**src/design/spq_pkg.sv**
```systemverilog
`timescale 1ns / 1ps
// ----------------------------------------------------------------------------
// spq_pkg
// Shared types and constants for the sorted priority queue.
// ----------------------------------------------------------------------------
package spq_pkg;

    localparam int DEPTH_DEF      = 16;
    localparam int VALUE_BITS_DEF = 16;

    localparam int TAG_W   = 16;
    localparam int PRI_W   = 8;
    localparam int STAT_W  = 2;
    localparam int COUNT_W = 5;

    localparam logic CMD_ENQ = 1'b0;
    localparam logic CMD_DEQ = 1'b1;

    typedef enum logic [STAT_W-1:0] {
        ST_OK    = 2'd0,
        ST_EMPTY = 2'd1,
        ST_FULL  = 2'd2
    } t_status;

    typedef struct packed {
        logic enq;
        logic deq;
    } t_cell_ctrl;

endpackage

```
**src/design/sorted_priority_queue.sv**
```systemverilog
`timescale 1ns / 1ps
// ----------------------------------------------------------------------------
// sorted_priority_queue
// Bounded priority queue held as a sorted chain of cells, head in cell 0.
// ----------------------------------------------------------------------------
// Each beat is an enqueue or a dequeue and yields one registered result beat,
// carrying the dequeued entry, a status, the count and the new head.
// The block takes one beat per cycle unless a held result is stalled, which
// stalls the input: every cell compares its priority with the incoming one in
// parallel and the chain shifts together. Equal priorities leave in arrival
// order; an enqueue on a full queue is dropped and flagged.
module sorted_priority_queue #(
    parameter int DEPTH      = spq_pkg::DEPTH_DEF,
    parameter int VALUE_BITS = spq_pkg::VALUE_BITS_DEF
) (
    input  logic                         i_clk,
    input  logic                         i_rst_n,
    input  logic                         i_in_valid,
    output logic                         o_in_stall,
    input  logic                         i_cmd,
    input  logic [spq_pkg::TAG_W-1:0]    i_value_tag,
    input  logic [spq_pkg::PRI_W-1:0]    i_priority_req,
    output logic                         o_out_valid,
    input  logic                         i_out_stall,
    output logic [spq_pkg::STAT_W-1:0]   o_status,
    output logic [spq_pkg::TAG_W-1:0]    o_out_value,
    output logic [spq_pkg::PRI_W-1:0]    o_out_priority,
    output logic                         o_is_empty,
    output logic [spq_pkg::COUNT_W-1:0]  o_entry_count,
    output logic [spq_pkg::TAG_W-1:0]    o_head_value,
    output logic [spq_pkg::PRI_W-1:0]    o_head_priority
);

    localparam int CNT_W = $clog2(DEPTH + 1);

    logic [CNT_W-1:0]          r_count, n_count;
    logic                      r_out_valid;
    spq_pkg::t_status          r_status, n_status;
    logic [spq_pkg::TAG_W-1:0] r_out_value, n_out_value;
    logic [spq_pkg::PRI_W-1:0] r_out_pri, n_out_pri;
    logic                      r_empty;
    logic [CNT_W-1:0]          r_cnt_out;
    logic [spq_pkg::TAG_W-1:0] r_head_value, n_head_value;
    logic [spq_pkg::PRI_W-1:0] r_head_pri, n_head_pri;

    logic                      w_accept;
    logic                      w_full;
    logic                      w_empty;
    logic [VALUE_BITS-1:0]     w_tag;
    spq_pkg::t_cell_ctrl       w_ctrl;

    logic                      w_le  [DEPTH];
    logic [VALUE_BITS-1:0]     w_val [DEPTH];
    logic [spq_pkg::PRI_W-1:0] w_pri [DEPTH];

    assign o_in_stall = r_out_valid && i_out_stall;
    assign w_accept   = i_in_valid && !o_in_stall;
    assign w_full     = (r_count == CNT_W'(DEPTH));
    assign w_empty    = (r_count == '0);
    assign w_tag      = VALUE_BITS'(i_value_tag);

    assign w_ctrl.enq = w_accept && (i_cmd == spq_pkg::CMD_ENQ) && !w_full;
    assign w_ctrl.deq = w_accept && (i_cmd == spq_pkg::CMD_DEQ) && !w_empty;

    for (genvar k = 0; k < DEPTH; k++) begin : g_cell
        logic                      w_left_le;
        logic [VALUE_BITS-1:0]     w_left_val;
        logic [spq_pkg::PRI_W-1:0] w_left_pri;
        logic [VALUE_BITS-1:0]     w_right_val;
        logic [spq_pkg::PRI_W-1:0] w_right_pri;

        if (k == 0) begin : g_first
            assign w_left_le  = 1'b1;
            assign w_left_val = '0;
            assign w_left_pri = '0;
        end else begin : g_mid
            assign w_left_le  = w_le[k-1];
            assign w_left_val = w_val[k-1];
            assign w_left_pri = w_pri[k-1];
        end

        if (k == DEPTH - 1) begin : g_last
            assign w_right_val = '0;
            assign w_right_pri = '0;
        end else begin : g_inner
            assign w_right_val = w_val[k+1];
            assign w_right_pri = w_pri[k+1];
        end

        spq_cell #(
            .VALUE_BITS (VALUE_BITS)
        ) u_cell (
            .i_clk       (i_clk),
            .i_ctrl      (w_ctrl),
            .i_occ       (r_count > CNT_W'(k)),
            .i_new_val   (w_tag),
            .i_new_pri   (i_priority_req),
            .i_left_le   (w_left_le),
            .i_left_val  (w_left_val),
            .i_left_pri  (w_left_pri),
            .i_right_val (w_right_val),
            .i_right_pri (w_right_pri),
            .o_le        (w_le[k]),
            .o_val       (w_val[k]),
            .o_pri       (w_pri[k])
        );
    end

    always_comb begin
        n_count      = r_count;
        n_status     = spq_pkg::ST_OK;
        n_out_value  = '0;
        n_out_pri    = '0;
        n_head_value = w_empty ? '0 : spq_pkg::TAG_W'(w_val[0]);
        n_head_pri   = w_empty ? '0 : w_pri[0];
        if (i_cmd == spq_pkg::CMD_ENQ) begin
            if (w_full) begin
                n_status = spq_pkg::ST_FULL;
            end else begin
                n_count = r_count + 1'b1;
                if (!w_le[0]) begin
                    n_head_value = spq_pkg::TAG_W'(w_tag);
                    n_head_pri   = i_priority_req;
                end
            end
        end else begin
            if (w_empty) begin
                n_status = spq_pkg::ST_EMPTY;
            end else begin
                n_count     = r_count - 1'b1;
                n_out_value = spq_pkg::TAG_W'(w_val[0]);
                n_out_pri   = w_pri[0];
                if (r_count == CNT_W'(1)) begin
                    n_head_value = '0;
                    n_head_pri   = '0;
                end else begin
                    n_head_value = spq_pkg::TAG_W'(w_val[1]);
                    n_head_pri   = w_pri[1];
                end
            end
        end
    end

    always_ff @(posedge i_clk) begin
        if (!i_rst_n) begin
            r_count     <= '0;
            r_out_valid <= 1'b0;
        end else begin
            if (w_accept) begin
                r_count <= n_count;
            end
            if (w_accept) begin
                r_out_valid <= 1'b1;
            end else if (!i_out_stall) begin
                r_out_valid <= 1'b0;
            end
        end
    end

    always_ff @(posedge i_clk) begin
        if (w_accept) begin
            r_status     <= n_status;
            r_out_value  <= n_out_value;
            r_out_pri    <= n_out_pri;
            r_empty      <= (n_count == '0);
            r_cnt_out    <= n_count;
            r_head_value <= n_head_value;
            r_head_pri   <= n_head_pri;
        end
    end

    assign o_out_valid     = r_out_valid;
    assign o_status        = r_status;
    assign o_out_value     = r_out_value;
    assign o_out_priority  = r_out_pri;
    assign o_is_empty      = r_empty;
    assign o_entry_count   = spq_pkg::COUNT_W'(r_cnt_out);
    assign o_head_value    = r_head_value;
    assign o_head_priority = r_head_pri;

endmodule

```
**src/design/spq_cell.sv**
```systemverilog
`timescale 1ns / 1ps
// ----------------------------------------------------------------------------
// spq_cell
// One slot of the sorted chain: keeps its entry, takes the new entry, or
// takes its left or right neighbor's entry.
// ----------------------------------------------------------------------------
module spq_cell #(
    parameter int VALUE_BITS = spq_pkg::VALUE_BITS_DEF
) (
    input  logic                       i_clk,
    input  spq_pkg::t_cell_ctrl        i_ctrl,
    input  logic                       i_occ,
    input  logic [VALUE_BITS-1:0]      i_new_val,
    input  logic [spq_pkg::PRI_W-1:0]  i_new_pri,
    input  logic                       i_left_le,
    input  logic [VALUE_BITS-1:0]      i_left_val,
    input  logic [spq_pkg::PRI_W-1:0]  i_left_pri,
    input  logic [VALUE_BITS-1:0]      i_right_val,
    input  logic [spq_pkg::PRI_W-1:0]  i_right_pri,
    output logic                       o_le,
    output logic [VALUE_BITS-1:0]      o_val,
    output logic [spq_pkg::PRI_W-1:0]  o_pri
);

    logic [VALUE_BITS-1:0]     r_val, n_val;
    logic [spq_pkg::PRI_W-1:0] r_pri, n_pri;

    assign o_le  = i_occ && (r_pri <= i_new_pri);
    assign o_val = r_val;
    assign o_pri = r_pri;

    always_comb begin
        n_val = r_val;
        n_pri = r_pri;
        if (i_ctrl.enq && !o_le) begin
            if (i_left_le) begin
                n_val = i_new_val;
                n_pri = i_new_pri;
            end else begin
                n_val = i_left_val;
                n_pri = i_left_pri;
            end
        end else if (i_ctrl.deq) begin
            n_val = i_right_val;
            n_pri = i_right_pri;
        end
    end

    always_ff @(posedge i_clk) begin
        r_val <= n_val;
        r_pri <= n_pri;
    end

endmodule

```
**config.mk**
```make
export PLATFORM = sky130hd
export DESIGN_NAME = sorted_priority_queue
export DESIGN_NICKNAME = d
export VERILOG_FILES = /design/src/design/spq_pkg.sv /design/src/design/sorted_priority_queue.sv /design/src/design/spq_cell.sv
export SDC_FILE = /design/constraint.sdc
export NUM_CORES = 1
export LEC_CHECK = 0
export ABC_AREA = 1
export BUFFER_PORTS_ARGS = -buffer_cell sky130_fd_sc_hd__buf_2
export CAP_MARGIN = 5
export CELL_PAD_IN_SITES_DETAIL_PLACEMENT = 1
export CELL_PAD_IN_SITES_GLOBAL_PLACEMENT = 1
export CORE_MARGIN = 3
export CORE_UTILIZATION = 35
export DETAILED_ROUTE_END_ITERATION = 12
export GPL_TIMING_DRIVEN = 0
export PLACE_DENSITY_LB_ADDON = 0.1
export SKIP_LAST_GASP = 1
export SYNTH_ARGS = -nofsm -noshare
export SYNTH_HDL_FRONTEND = slang
export SYNTH_SLANG_ARGS = --single-unit
```
**constraint.sdc**
```tcl
create_clock -name i_clk -period 7.2 [get_ports i_clk]
set_input_delay 1.08 -clock i_clk [delete_from_list [all_inputs] [get_ports i_clk]]
set_output_delay 1.08 -clock i_clk [all_outputs]
set_load 0.01 [all_outputs]
```
==> results.sh, run 1 <==
export IMPL_fin_cells=4807
export IMPL_power_density_nw_per_um2=281.9
export IMPL_grt_pass1_vias=25090
export IMPL_routed_wl_um=105400
export IMPL_core_um2=77720
export IMPL_slowest_delay_ns=0.73
export IMPL_synth_enable_flop_cells=440
export IMPL_drv_slew=0
export IMPL_skew_ns=0.02579
export IMPL_io_buffers=86
export IMPL_cts_tree="yes"
export IMPL_num_rows=102
export IMPL_syn_nets=3732
export IMPL_syn_area_per_cell_um2=7.724
export IMPL_fin_nets=3883
export IMPL_yosys_warnings=0
export IMPL_synthArstFlopShare=0
export IMPL_drive_gt1_frac=0.08574
export IMPL_fin_setup_tns_ns=0
export IMPL_finalSetupViolations=0
export IMPL_endpoint_kind="register"
export IMPL_cp_max_fo=24
export IMPL_fp_dieArea_um2=82170
export IMPL_cts_sinks=446
export IMPL_antenna_left=0
export IMPL_antennaDiodeCount=0
export IMPL_p_sw_frac=0.3482
export IMPL_synth_ff_type="edfxtp_1"
export IMPL_hold_viol=0
export IMPL_netlist_area_leader_share=0.4793
export IMPL_p_leak_nw=15.11
export IMPL_finalCritPeriodShare=0.6444
export IMPL_cap_violations=0
export IMPL_clkPwrFrac=0.332
export IMPL_vias=24310
export IMPL_rsz0062_at_grt="no"
export IMPL_synth_area_leaders="edfxtp_1, nand2_1, nand3_1, ha_1, inv_1"
export IMPL_max_clock_freq_mhz=215.5
export IMPL_post_cts_buffers=0
export IMPL_cts_htree_levels=2
export IMPL_power_frac_comb=0.260
export IMPL_finalPower_mw=8.844
export IMPL_cts_buffers=56
export IMPL_fin_hold_ws_ns=0.4787
export IMPL_switching_power_mw=3.079
export IMPL_first_pass_iters=5
export IMPL_worst_slew_pin_slew_ns=1.244
export IMPL_start_kind="input port"
export IMPL_intPower_mw=5.765
export IMPL_place_inst=4700
export IMPL_cts_resized=0
export IMPL_crit_top_cell="nand2_1"
export IMPL_cp_required_ns=7.29
export IMPL_ys_ff_latch=446
export IMPL_crit_chain="buf_2 > inv_1 > buf_16 > ha_1 > a21oi_1 > o21a_1 > nand2_1 > nand2_1 > nand2_1 > nand2_2 > buf_2 > nand2_1"
export IMPL_antenna_found_initial=0
export IMPL_period_minus_slack_ns=4.640
export IMPL_die_w_um=286.6
export IMPL_drc=0
export IMPL_ios=87
export IMPL_vdd_drop_max_uv=149.7
export IMPL_grt_pass1_wl_um=158200
export IMPL_grt_overflow_total=0
export IMPL_cp_data_arrival_time_ns=4.73
export IMPL_netlist_area_um2=27570
export IMPL_cts_buffer_depth=3
export IMPL_root_buffer="clkbuf_16"
export IMPL_crit_type="input port to register"
export IMPL_dp_hpwl_um=81830
export IMPL_wire_per_inst_um=21.92
export IMPL_place_congestion=0.8536
export IMPL_status="finished clean"
export IMPL_dpl_cell_area_um2=29430
export IMPL_drtIter0Drc=1554
export IMPL_hp_class="register to register"
export IMPL_pwr_share_seq=0.408
export IMPL_synth_cell_types=39
export IMPL_fin_area_um2=31380
export IMPL_initial_core_util=0.3547
export IMPL_clk_pin_slew_ns=0.06
export IMPL_area_delta_synth_final_pct=13.82
export IMPL_hold_buffers=0
export IMPL_clock_latency_ns=0.64
export IMPL_die_height_um=286.6
export IMPL_postSynthCellCount=3569
export IMPL_relSlewSlack=0.1690
export IMPL_n_fill_cell=9647
export IMPL_synth_seq_area_share=0.4837
export IMPL_slowest_stage="nand2_1"
export IMPL_yosys_area_top_type="edfxtp_1"
export IMPL_vias_per_cell=5.057
export IMPL_track_usage=0.2558
export IMPL_grt_max_degree=38
[power by group through the flow]
| stage | Clock [mW] | Combinational, mW | Sequential (mW) |
|---|---|---|---|
| 3_5_place_dp | 0 | 2.30 | 3.65 |
| 5_1_grt | 3.09 | 2.61 | 3.64 |
| 6_report | 2.94 | 2.30 | 3.61 |
| 3_3_place_gp | 0 | 2.24 | 3.65 |
| 2_1_floorplan | 0 | 1.53 | 3.53 |
| 4_1_cts | 3.00 | 2.31 | 3.60 |
[flip-flops by register name, summed over array words and instances (netlist names)]
signal	count
o_status	2
o_out_value	16
o_out_priority	8
o_entry_count	5
o_head_value	16
g_cell.u_cell.o_pri	128
o_head_priority	8
o_is_empty	1
r_count	5
o_out_valid	1
g_cell.u_cell.o_val	256
[cell usage after synthesis, types with 4 or more instances]
cell type / number
buf_6: 7
o21ai_2: 4
clkbuf_1: 103
nand2_2: 17
nand2_8: 8
a21oi_1: 54
buf_4: 14
buf_1: 6
o21bai_1: 13
nand4_1: 15
inv_2: 9
inv_1: 113
nand3_1: 399
inv_4: 11
dfxtp_1: 6
buf_2: 65
nand2_1: 1973
ha_1: 134
nor2_1: 80
o21a_1: 14
o21ai_0: 60
nand2_4: 4
edfxtp_1: 440
[worst paths after layout]
check | slack, ns | start | end | cells past startpoint
hold reg to reg | 0.48 | o_out_valid$_SDFFE_PN0P_ | o_out_valid$_SDFFE_PN0P_ | 2
setup / recovery | 2.56 | i_priority_req[7] | g_cell[2].u_cell.o_val[11]$_DFFE_PP_ | 12
setup reg to reg | 3.16 | r_count[1]$_SDFFE_PN0P_ | g_cell[13].u_cell.o_val[5]$_DFFE_PP_ | 7
hold / removal | 0.48 | o_out_valid$_SDFFE_PN0P_ | o_out_valid$_SDFFE_PN0P_ | 2
[layout make-up]
cell class	instances	area, µm²	area share
plain buffers	196	938.4	0.02991
clock buffers	74	1500	0.04781
clock inverters	31	387.9	0.01236
inverters	134	535.5	0.01707
multi-input cells	2793	12760	0.4068
flip-flops and latches	446	13330	0.4249
well taps	1040	1301	0.04147
repair buffers	93	615.6	0.01962
[kinds of logic after synthesis]
logic type / count (synthesis) / share of synthesized area
fa+ha+maj: 134 / 0.06082
buf+inv: 330 / 0.05347
compound gates: 155 / 0.03304
flops: 446 / 0.4837
simple gates: 2502 / 0.3684
xor+xnor: 2 / 0.0006356
[through the flow]
stage / utilization / setup WS, ns
2_1_floorplan: - / 2.688
3_3_place_gp: 0.3770 / 0.8005
3_5_place_dp: 0.3787 / 1.657
4_1_cts: 0.4030 / 2.319
5_1_grt: 0.4037 / 2.352
6_report: 0.4037 / 2.560
[critical path: cells and delay by family]
| kind | cells | cell delay (ns) |
|---|---|---|
| compound gates | 2 | 0.29 |
| fa+ha+maj | 1 | 0.33 |
| buf+inv | 4 | 1.29 |
| simple gates | 5 | 1.70 |
[layer usage]
| metal | track usage | routed length [µm] | part of all wire | vias up |
|---|---|---|---|---|
| met5 | 0 | 0 | 0 | - |
| met2 | 0.4362 | 50040 | 0.47 | 506 |
| met3 | 0.02597 | 4065 | 0.039 | 138 |
| met4 | 0.05911 | 2343 | 0.022 | 0 |
| li1 | - | - | - | 11950 |
| met1 | 0.3501 | 48950 | 0.46 | 11720 |
[layout by cell type (no fill, tap or decap), types with 6 or more instances in the layout]
| cell | count |
|---|---|
| a21oi_1 | 54 |
| buf_1 | 6 |
| buf_16 | 6 |
| buf_2 | 151 |
| buf_4 | 14 |
| buf_6 | 7 |
| bufinv_16 | 8 |
| clkbuf_1 | 119 |
| clkbuf_16 | 57 |
| clkinv_1 | 10 |
| clkinv_2 | 8 |
| dfxtp_1 | 6 |
| edfxtp_1 | 440 |
| ha_1 | 134 |
| inv_1 | 112 |
| inv_2 | 10 |
| inv_4 | 11 |
| nand2_1 | 1973 |
| nand2_2 | 17 |
| nand2_8 | 8 |
| nand3_1 | 399 |
| nand4_1 | 15 |
| nor2_1 | 80 |
| o21a_1 | 14 |
| o21ai_0 | 60 |
| o21bai_1 | 13 |
No activity file was read; power rests on OpenSTA's default activity.
==> inputs of run 2 (changes only) <==
- clock period: 7.2 -> 4.08 ns (I/O delays scaled with it)
==> run 2 against run 1 <==
Via count up 0.20%; routed wire length is 0.31% higher; clock skew rose by 0.00056 ns; worst setup slack got worse by 2.5 ns; combinational power is 77% higher; non-clock buffer count is 1 lower; power increased by 76%; critical endpoint is now g_cell[9].u_cell.o_val[8]$_DFFE_PP_; largest cell class unchanged; highest routed layer unchanged.
==> results.sh, run 2 (synthesized netlist as in run 1, its figures left out) <==
export IMPL_first_pass_iters=7
export IMPL_start_kind="input port"
export IMPL_power_density_nw_per_um2=497.2
export IMPL_root_buffer="clkbuf_16"
export IMPL_cts_tree="yes"
export IMPL_grt_pass1_vias=25100
export IMPL_skew_ns=0.02635
export IMPL_die_w_um=286.6
export IMPL_relSlewSlack=0.1608
export IMPL_clock_latency_ns=0.64
export IMPL_crit_family="simple AND/OR/NAND/NOR gates"
export IMPL_place_inst=4700
export IMPL_worst_slew_pin_slew_ns=1.259
export IMPL_vias=24360
export IMPL_largest_reg_flops=256
export IMPL_hold_buffers=0
export IMPL_cts_buffers=56
export IMPL_grt_pass1_wl_um=158600
export IMPL_grt_max_degree=38
export IMPL_drv_slew=0
export IMPL_clk_pin_slew_ns=0.05
export IMPL_endpoint_kind="register"
export IMPL_fp_dieArea_um2=82170
export IMPL_antennaDiodeCount=0
export IMPL_vias_per_cell=5.067
export IMPL_crit_top_cell="nand2_1"
export IMPL_drc=0
export IMPL_antenna_found_initial=0
export IMPL_cts_buffer_depth=3
export IMPL_num_rows=102
export IMPL_cap_violations=0
export IMPL_vdd_drop_max_uv=264.7
export IMPL_dp_hpwl_um=81830
export IMPL_worst_path_buf_inv=3
export IMPL_wire_per_inst_um=21.99
export IMPL_crit_chain="buf_2 > clkinvlp_4 > ha_1 > nand2_1 > nor2_1 > nand4_1 > nand2_1 > nand2_2 > nand2_8 > buf_2 > nand2_1"
export IMPL_slowest_delay_ns=0.75
export IMPL_final_cell_mix="nand2_1, edfxtp_1, nand3_1, buf_2, ha_1"
export IMPL_status="finished clean"
export IMPL_routed_wl_um=105700
export IMPL_grt_overflow_total=0
export IMPL_period_minus_slack_ns=4.021
export IMPL_cts_sinks=446
export IMPL_rsz0062_at_grt="yes"
export IMPL_ios=87
export IMPL_cp_max_fo=24
export IMPL_antenna_left=0
export IMPL_clkPwrFrac=0.332
export IMPL_post_cts_buffers=0
export IMPL_slowest_stage="nand2_1"
export IMPL_initial_core_util=0.3547
export IMPL_fin_nets=3883
export IMPL_die_height_um=286.6
export IMPL_core_um2=77720
export IMPL_cts_htree_levels=2
export IMPL_layout_commonest_cell="nand2_1"
export IMPL_area_delta_synth_final_pct=13.82
export IMPL_n_fill_cell=9648
export IMPL_drive_gt1_frac=0.08681
export IMPL_hold_viol=0
export IMPL_fin_hold_ws_ns=0.2585
export IMPL_power_frac_comb=0.260
export IMPL_place_congestion=0.8536
export IMPL_finalCritPeriodShare=0.9856
export IMPL_drtIter0Drc=1541
export IMPL_p_leak_nw=15.09
export IMPL_io_buffers=86
export IMPL_cp_required_ns=4.15
export IMPL_max_clock_freq_mhz=248.7
export IMPL_fin_area_um2=31380
export IMPL_fin_cells=4807
export IMPL_switching_power_mw=5.432
export IMPL_fin_setup_tns_ns=0
export IMPL_crit_type="input port to register"
export IMPL_track_usage=0.2566
export IMPL_dpl_cell_area_um2=29430
export IMPL_finalSetupViolations=0
export IMPL_cp_data_arrival_time_ns=4.09
export IMPL_p_sw_frac=0.3482
export IMPL_pwr_share_seq=0.408
export IMPL_hp_class="input port to register"
export IMPL_intPower_mw=10.17
run 2: cell count changes in the layout (fill, tap and decap cells not counted), sizes merged:
cell	previous run	this run
clkinvlp	2	4
buf	186	185
inv	134	133
run 2: final cells by class:
cell class	instances	area [µm²]	share of cell area
Timing Repair Buffer	92	588.1	0.01874
Sequential cell	446	13330	0.4249
Clock buffer	74	1500	0.04781
Multi-Input combinational cell	2793	12780	0.4073
Tap cell	1040	1301	0.04147
Buffer	196	938.4	0.02991
Inverter	134	539.3	0.01719
Clock inverter	31	387.9	0.01236
Timing Repair inverter	1	7.507	0.0002393
run 2: what timing repair did:
action / in CTS / in global routing
gates cloned: 1 / 0
setup endpoints to repair: 168 / 317
resized for setup: 4 / 2
run 2: worst reg2reg max path, delay by kind of cell, from the launching register on:
kind          cells  cell delay [ns]
flops             1             0.41
buf+inv           4             0.94
fa+ha+maj         1             0.19
simple gates      5             1.90
run 2: worst paths after layout:
path,startpoint,endpoint,depth (start not counted),slack (ns)
worst max-delay path,i_priority_req[5],g_cell[9].u_cell.o_val[8]$_DFFE_PP_,11,0.06
worst min-delay path,i_rst_n,r_count[4]$_SDFFE_PN0P_,3,0.26
worst max register to register,r_count[1]$_SDFFE_PN0P_,g_cell[15].u_cell.o_val[8]$_SDFFCE_PN0P_,10,0.10
worst min register to register,o_out_valid$_SDFFE_PN0P_,o_out_valid$_SDFFE_PN0P_,2,0.48
run 2: power groups by stage:
stage	Clock (mW)	Sequential, mW	Combinational [mW]
final	5.18	6.36	4.06
after global routing	5.45	6.42	4.61
after CTS	5.29	6.36	4.08
after detailed placement	0	6.45	4.06
after global placement	0	6.45	3.96
after floorplan	0	6.24	2.70
run 2: stage by stage:
step                      power [mW]  utilization  setup slack (ns)
after CTS                      15.72       0.4032          -0.03382
final                          15.60       0.4037           0.05880
after global routing           16.48       0.4037           -0.1690
after global placement         10.41       0.3770            -1.851
after floorplan                8.941            -           0.03613
after detailed placement       10.51       0.3787           -0.9952
run 2: metal layers:
| layer | up-vias | routed length [µm] | part of all wire | GRT usage |
|---|---|---|---|---|
| met5 | - | 0 | 0 | 0 |
| met4 | 0 | 2741 | 0.026 | 0.06244 |
| met3 | 155 | 4534 | 0.043 | 0.02550 |
| met2 | 569 | 49800 | 0.47 | 0.4365 |
| met1 | 11680 | 48640 | 0.46 | 0.3512 |
| li1 | 11950 | - | - | - |
==> inputs of run 3 (changes only) <==
--- a/config.mk
+++ b/config.mk
@@ -8,3 +8,3 @@
 export ABC_AREA = 1
-export BUFFER_PORTS_ARGS = -buffer_cell sky130_fd_sc_hd__buf_2
+export BUFFER_PORTS_ARGS = -buffer_cell sky130_fd_sc_hd__clkbuf_2
 export CAP_MARGIN = 5
==> constraint.sdc (replaced) <==
create_clock -name i_clk -period 4.08 [get_ports i_clk]
set_input_delay 0.204 -clock i_clk [delete_from_list [all_inputs] [get_ports i_clk]]
set_output_delay 0.204 -clock i_clk [all_outputs]
set_load 0.01 [all_outputs]
==> run 3 against run 2 <==
Clock power down 1%; clock-buffer cell count fell by 4; cell count about the same; register-to-register slack better by 0.05 ns; die area is the same; largest power group unchanged; critical path depth is 1 lower; utilization about the same; worst setup slack better by 0.088 ns; first-iteration DRC count shrank 2.5%; largest cell class unchanged; non-clock buffer count is 4 higher.
==> results.sh, run 3 (synthesized netlist as in run 1, its figures left out) <==
export IMPL_die_w_um=286.6
export IMPL_die_height_um=286.6
export IMPL_rsz0062_at_grt="yes"
export IMPL_dpl_cell_area_um2=29410
export IMPL_fp_dieArea_um2=82170
export IMPL_register_area_um2=13330
export IMPL_cap_violations=0
export IMPL_drc=0
export IMPL_power_frac_comb=0.261
export IMPL_fin_hold_ws_ns=0.06242
export IMPL_grt_overflow_total=0
export IMPL_max_clock_freq_mhz=254.2
export IMPL_worst_slew_pin_slew_ns=1.208
export IMPL_num_rows=102
export IMPL_holdPathEnd="g_cell[3].u_cell.o_val[8]$_DFFE_PP_"
export IMPL_dp_hpwl_um=82050
export IMPL_power_density_nw_per_um2=495.5
export IMPL_cts_tree="yes"
export IMPL_track_usage=0.2570
export IMPL_vias_per_cell=5.038
export IMPL_fin_nets=3886
export IMPL_wire_per_inst_um=22.03
export IMPL_period_minus_slack_ns=3.933
export IMPL_ios=87
export IMPL_fin_ws_ns=0.1466
export IMPL_hold_viol=0
export IMPL_largest_reg_flops=256
export IMPL_place_congestion=0.8588
export IMPL_n_fill_cell=9631
export IMPL_pwr_share_seq=0.410
export IMPL_final_cell_mix="nand2_1, edfxtp_1, nand3_1, ha_1, clkbuf_1"
export IMPL_cp_data_arrival_time_ns=4.02
export IMPL_vdd_drop_max_uv=342.0
export IMPL_skew_ns=0.03180
export IMPL_clock_latency_ns=0.65
export IMPL_p_sw_frac=0.3506
export IMPL_p_leak_nw=15.12
export IMPL_io_buffers=86
export IMPL_crit_type="register to register"
export IMPL_vias=24240
export IMPL_post_cts_buffers=0
export IMPL_hp_class="input port to register"
export IMPL_drv_slew=0
export IMPL_status="finished clean"
export IMPL_rr_endpoint="g_cell[2].u_cell.o_pri[1]$_DFFE_PP_"
export IMPL_r2r_start="r_count[0]$_SDFFE_PN0P_"
export IMPL_area_delta_synth_final_pct=13.80
export IMPL_multi_input_area_um2=12780
export IMPL_cts_buffer_depth=3
export IMPL_routed_wl_um=106000
export IMPL_drive_gt1_frac=0.08753
export IMPL_grt_pass1_wl_um=159200
export IMPL_root_buffer="clkbuf_16"
export IMPL_initial_core_util=0.3547
export IMPL_clkPwrFrac=0.329
export IMPL_grt_pass1_vias=25340
export IMPL_cts_buffers=56
export IMPL_drtIter0Drc=1503
export IMPL_intPower_mw=10.09
export IMPL_finalCritPeriodShare=0.9641
export IMPL_place_inst=4699
export IMPL_switching_power_mw=5.450
export IMPL_relSlewSlack=0.1945
export IMPL_reg2regPathDepth=10
export IMPL_reg2reg_slack_ns=0.15
export IMPL_core_um2=77720
export IMPL_endpoint_kind="register"
export IMPL_fin_cells=4810
export IMPL_antenna_left=0
export IMPL_antenna_found_initial=0
export IMPL_clk_pin_slew_ns=0.06
export IMPL_grt_max_degree=38
export IMPL_place_ws_ns=-0.6031
export IMPL_finalSetupViolations=0
export IMPL_cts_sinks=446
export IMPL_holdCritStartpoint="i_value_tag[8]"
export IMPL_cp_max_fo=24
export IMPL_fin_area_um2=31370
export IMPL_layout_commonest_cell="nand2_1"
export IMPL_cts_htree_levels=2
export IMPL_first_pass_iters=6
export IMPL_start_kind="register"
export IMPL_cp_required_ns=4.17
export IMPL_worstHoldPathCells=5
export IMPL_antennaDiodeCount=0
run 3: cell types whose count changed in the layout (fill, tap and decap cells not counted), moves of 2 or more:
cell,before,now
clkbuf_1,119,114
clkbuf_2,0,86
clkinv_2,8,12
clkbuf_8,1,3
clkinv_1,10,12
clkinvlp_4,4,1
buf_2,151,65
dlygate4sd3_1,0,4
run 3: what timing repair did:
action / CTS / global route
resized for setup: 1 / 4
endpoints found under the setup margin: 22 / 110
hold endpoints to repair: 3 / 0
gates cloned: 0 / 0
hold buffers: 4 / 0
run 3: per-layer routing:
layer / vias to the layer above / share of wire / global-route usage / wire length [µm]
li1: 11970 / - / - / -
met1: 11640 / 0.46 / 0.3486 / 49030
met2: 488 / 0.47 / 0.4380 / 50240
met3: 142 / 0.039 / 0.02828 / 4109
met4: 0 / 0.025 / 0.06448 / 2604
met5: - / 0 / 0 / 0
run 3: worst max-delay path by stage:
stage / startpoint / endpoint / slack, ns / cells after the start
final: r_count[0]$_SDFFE_PN0P_ / g_cell[2].u_cell.o_pri[1]$_DFFE_PP_ / 0.15 / 10
after global placement: o_out_valid$_SDFFE_PN0P_ / g_cell[10].u_cell.o_val[8]$_DFFE_PP_ / -1.45 / 6
after floorplan: o_out_valid$_SDFFE_PN0P_ / g_cell[15].u_cell.o_pri[0]$_SDFFCE_PN0P_ / 0.32 / 9
after detailed placement: i_priority_req[5] / g_cell[2].u_cell.o_val[9]$_DFFE_PP_ / -0.60 / 11
after CTS: i_priority_req[5] / g_cell[2].u_cell.o_pri[1]$_DFFE_PP_ / 0.07 / 11
after global routing: r_count[0]$_SDFFE_PN0P_ / g_cell[3].u_cell.o_pri[3]$_DFFE_PP_ / -0.05 / 10
run 3: layout make-up:
type | instances | area share
sequential | 446 | 0.4250
multi-input combinational | 2793 | 0.4075
clock buffer | 70 | 0.04730
tap | 1040 | 0.04148
buffer | 196 | 0.02991
timing repair buffer | 96 | 0.02002
inverter | 134 | 0.01707
clock inverter | 35 | 0.01173
run 3: critical path, stage by stage, from the launching register on:
cell	delay [ns]
dfxtp_1	0.40
inv_1	0.24
ha_1	0.18
inv_1	0.07
nor2_4	0.16
nand2_2	0.16
nand2_1	0.28
inv_1	0.12
nand2_1	0.43
buf_2	0.52
nand2_1	0.82
run 3: power by group through the flow:
stage,logic (mW),clock network [mW],registers (mW)
floorplan,2.70,0,6.24
global placement,3.96,0,6.45
detailed placement,4.05,0,6.46
CTS,4.07,5.21,6.36
global route,4.62,5.39,6.42
finish,4.06,5.12,6.37
run 3: metrics by stage:
stage	utilization	setup TNS (ns)	power [mW]
5_1_grt	0.4036	-1.498	16.43
2_1_floorplan	-	0	8.941
6_report	0.4036	0	15.54
4_1_cts	0.4028	0	15.65
3_3_place_gp	0.3770	-483.02	10.41
3_5_place_dp	0.3783	-118.93	10.51
